$ cat config.mk
export PLATFORM = sky130hd
export DESIGN_NAME = ufr_ram
export DESIGN_NICKNAME = d
export VERILOG_FILES = /design/src/rtl/core/ufr_ram.sv
export SDC_FILE = /design/constraint.sdc
export NUM_CORES = 1
export LEC_CHECK = 0
export BUFFER_PORTS_ARGS = -buffer_cell sky130_fd_sc_hd__buf_2
export CORE_UTILIZATION = 60
export CTS_BUF_LIST = sky130_fd_sc_hd__clkbuf_4 sky130_fd_sc_hd__clkbuf_8 sky130_fd_sc_hd__clkbuf_16
export CTS_CLUSTER_DIAMETER = 150
export DETAILED_ROUTE_END_ITERATION = 8
export GPL_ROUTABILITY_DRIVEN = 0
export PLACE_DENSITY = 0.76
export SETUP_SLACK_MARGIN = 0.15
export SLEW_MARGIN = 20
export SYNTH_ARGS = -nofsm -noshare
export SYNTH_HDL_FRONTEND = slang
export SYNTH_SLANG_ARGS = --single-unit
export TNS_END_PERCENT = 10
$ cat constraint.sdc
create_clock -name clk -period 2 [get_ports clk]
set_clock_uncertainty 0.05 [all_clocks]
set_input_delay 0.2 -clock clk [delete_from_list [all_inputs] [get_ports clk]]
set_output_delay 0.2 -clock clk [all_outputs]
set_load 0.01 [all_outputs]
$ cat src/rtl/core/ufr_ram.sv
// Generic single-port RAM with registered read data.
// No dependencies.
`default_nettype none
module ufr_ram #(
    parameter int WIDTH = 8,
    parameter int DEPTH = 16
) (
    input  wire logic                     clk,
    input  wire logic                     we,
    input  wire logic [$clog2(DEPTH)-1:0] addr,
    input  wire logic [WIDTH-1:0]         wdata,
    output logic      [WIDTH-1:0]         rdata
);
    logic [WIDTH-1:0] mem [DEPTH];

    // registered read; a write cycle returns the old contents
    always_ff @(posedge clk)
    begin
        if (we)
        begin
            mem[addr] <= wdata;
        end
        rdata <= mem[addr];
    end
endmodule
`default_nettype wire

; After elaboration in Yosys (flattened, before gate mapping)
; Memory sizes are Yosys's and may differ from the RTL's. A register that Yosys moved wholly into a read port is not among the register bits.
; Index checks and enable logic that the tools add are counted.
; W data, S select, Z words.
[word_totals]
regBits = 0
output_inout_bits = 8
mem_bits_rw = 128
memories = 1
inputBits = 14
[classes]
mux = 2
[memory_table]
columns = memory, depth, width, rd, rd_ports_with_merged_regs, wr, line_no
row1 = mem, 16, 8, 1, 1, 1, 14  ; logic [WIDTH-1:0] mem [DEPTH];
[ops]
columns = operator, count
row1 = $mux W1, 2

; Depth between registers and ports, before layout
[logic_depth]
word_depth = 2
mapped_depth = 5
mapped_depth_nobuf = 3

; Worst setup path before layout
; Ideal clock, no wire load.
[synth_path]
kind = input to register
start = input port addr[2]
end = memory mem[0][0] (enable)
path_slack_ns = 0.257
cell_stages = 2
t_arrival_ns = 1.310
t_required_ns = 1.567
path_buffers = 0
path_cell_list = or3b_2 -> nor3_1
[synth_lines]
columns = element, line_no
row1 = from (decl), 10  ; input wire logic [$clog2(DEPTH)-1:0] addr,
row2 = to (decl), 14
; Straight into the memory's write port.

==> results_dict.tcl <==
set metrics [dict create \
    synth.top_cell.area_share 0.759 \
    cts_hold_buf 0 \
    synth_flop_cell "edfxtp_1" \
    setup_viol_count_final 0 \
    clock.fmax_mhz 676 \
    pre_cts_ws_ns 0.344 \
    antenna_cells 0 \
    numCtsBuffers 17 \
    ys_seq_elements 136 \
    die_w_um 93.9 \
    start_kind "register" \
    hold_viol 0 \
    syn_nets 244 \
    period_minus_slack_ns 1.48 \
    async_reset_ff_frac 0 \
    final_cell_area_sq_mm 0.00600 \
    hp-start "wdata[7]" \
    cts_tree "yes" \
    vias_per_cell 6.01 \
    leakage_nw 2.00 \
    grt_remaining_overflow 0 \
    io_pins 22 \
    antenna_found_initial 0 \
    wl_per_cell_um 23.2 \
    ys_seq_area_frac 0.790 \
    synth_cell_types 18 \
    maxCapViolations 0 \
    fin_setup_tns_ns 0 \
    cp_data_arrival_time_ns 1.81 \
    drc 0 \
    vias 2378 \
    reg2reg_from "mem[3][2]" \
    synth_cells 230 \
    clock_latency_ns 0.51 \
    placed_cell_area_sq_mm 0.00542 \
    drt_iter0_markers 212 \
    clock_path_buffers 2 \
    fillCellCount 482 \
    slew_viol_final 0 \
    slew_headroom 0.556 \
    worstHoldPathType "in2reg" \
    die_y_um 93.9 \
    grt_pass1_vias 2475 \
    grt_start_max_net_pins 40 \
    crit_path_end_kind "register" \
    rsz0062_at_grt "no" \
    tightest_slew_ns 0.664 \
    cts-root-buf "clkbuf_8" \
    syn_area_sq_mm 0.00507 \
    synth_area_leader_cell "edfxtp_1" \
    synth_commonest_cells "128 x edfxtp_1, 32 x mux4_2, 16 x a22oi_1, 13 x nor2_1, 9 x nand2_1" \
    finish.net_count 292 \
    clk_pin_slew_worst_paths_ns 0.06 \
    ir_drop_mv 0.655 \
    drive_gt1_frac 0.357 \
    synth_edf_count 128 \
    wirelength_um 9200 \
    final_antenna_net_count 0 \
    post_cts_resized 0 \
    h-tree-depth 4 \
    area_growth_pct 18.3 \
    power_density_mw_per_mm2 1070 \
    clkSinkCount 136 \
    io_buffers 21 \
    worst_ep_required_time_ns 2.33 \
    critPathKind "reg2reg" \
    grt_pass1_wl_um 14100 \
    postLayoutSetupSlackWorst_ns 0.520 \
    die_area_sq_mm 0.00882 \
    start_util 0.620 \
    status "complete, no violations" \
    firstDrtPassIters 4 \
    grt_usage 0.238 \
    synth_most_common_cell "edfxtp_1" \
    synth.avg_cell_area_sq_um 22.0 \
    setup.worst_path.start "mem[3][2]" \
    synth.area.top_cells "edfxtp_1 76%, mux4_2 14%, dfxtp_1 3.2%, a22oi_1 2.4%, nor2_1 0.96%" \
    critical_path_peak_fanout 1 \
    final.period_utilization 0.740 \
    yosys_warnings 0 \
    post-dp-hpwl_um 5760 \
    coreArea_sq_mm 0.00818 \
    postCtsSetupRepairBufs 0 \
    num_rows 33 \
]
final cells by class:
type	count	area (sq um)	share of cell area
Clock inverter	12	129	0.0215
Clock buffer	20	443	0.0739
Timing Repair Buffer	40	285	0.0476
Sequential cell	136	4000	0.668
Tap cell	105	131	0.0219
Multi-Input combinational cell	83	1000	0.167
kinds of logic (layout without fill, tap and decap cells):
logic type	Yosys count	after routing	share of synthesized area
buf+inv	11	72	0.0119
compound gates	16	16	0.0237
mux	32	32	0.142
simple gates	35	35	0.0321
flops	136	136	0.790
registers in the layout (all words and copies together) (netlist names):
signal,cells
mem,128
rdata,8
worst max-delay path, cell delays in order (launching register included):
cell	delay, ns
edfxtp_1	0.38
mux4_2	0.50
a22oi_1	0.30
nand2_1	0.12
power by group:
part           leakage, nW  internal (W)  switching (W)
registers             1.22       0.00319      0.0000214
clock network        0.267       0.00182        0.00109
logic                0.508      0.000131       0.000171
total                 2.00       0.00514        0.00129
worst paths after layout:
| path | to | slack (ns) | cells past startpoint |
|---|---|---|---|
| min | mem[6][7] | 0.02 | 1 |
| min reg2reg | rdata[7] | 0.61 | 3 |
| max reg2reg | rdata[2] | 0.52 | 3 |
| max | rdata[2] | 0.52 | 3 |
metal layers:
layer | up-vias | track usage | wire length, um
li1 | 1056 | - | -
met1 | 1236 | 0.313 | 3950
met2 | 82 | 0.374 | 4750
met3 | 4 | 0.0736 | 464
met4 | 0 | 0.0936 | 45
met5 | - | 0 | 0
stage by stage:
step / utilization / hold WS [ns] / std cells / power, W
2_1_floorplan: - / 0.249 / 230 / 0.00343
5_1_grt: 0.733 / 0.00589 / 396 / 0.00663
3_5_place_dp: 0.663 / 0.548 / 364 / 0.00357
4_1_cts: 0.733 / 0.000150 / 396 / 0.00648
6_report: 0.733 / 0.0213 / 396 / 0.00643
3_3_place_gp: 0.663 / 0.534 / 364 / 0.00356
layout by cell type (no fill, tap or decap), drive strengths merged:
| master | Yosys | layout |
|---|---|---|
| nand2 | 9 | 9 |
| nand2b | 2 | 2 |
| clkbuf | 3 | 20 |
| nor3 | 4 | 4 |
| or3b | 1 | 1 |
| edfxtp | 128 | 128 |
| clkinvlp | 0 | 5 |
| nand3b | 2 | 2 |
| a22oi | 16 | 16 |
| nor2b | 2 | 2 |
| nand3 | 1 | 1 |
| bufinv | 0 | 2 |
| buf | 8 | 40 |
| dfxtp | 8 | 8 |
| clkinv | 0 | 5 |
| and2 | 1 | 1 |
| nor2 | 13 | 13 |
| mux4 | 32 | 32 |
No activity file was read; power rests on OpenSTA's default activity.
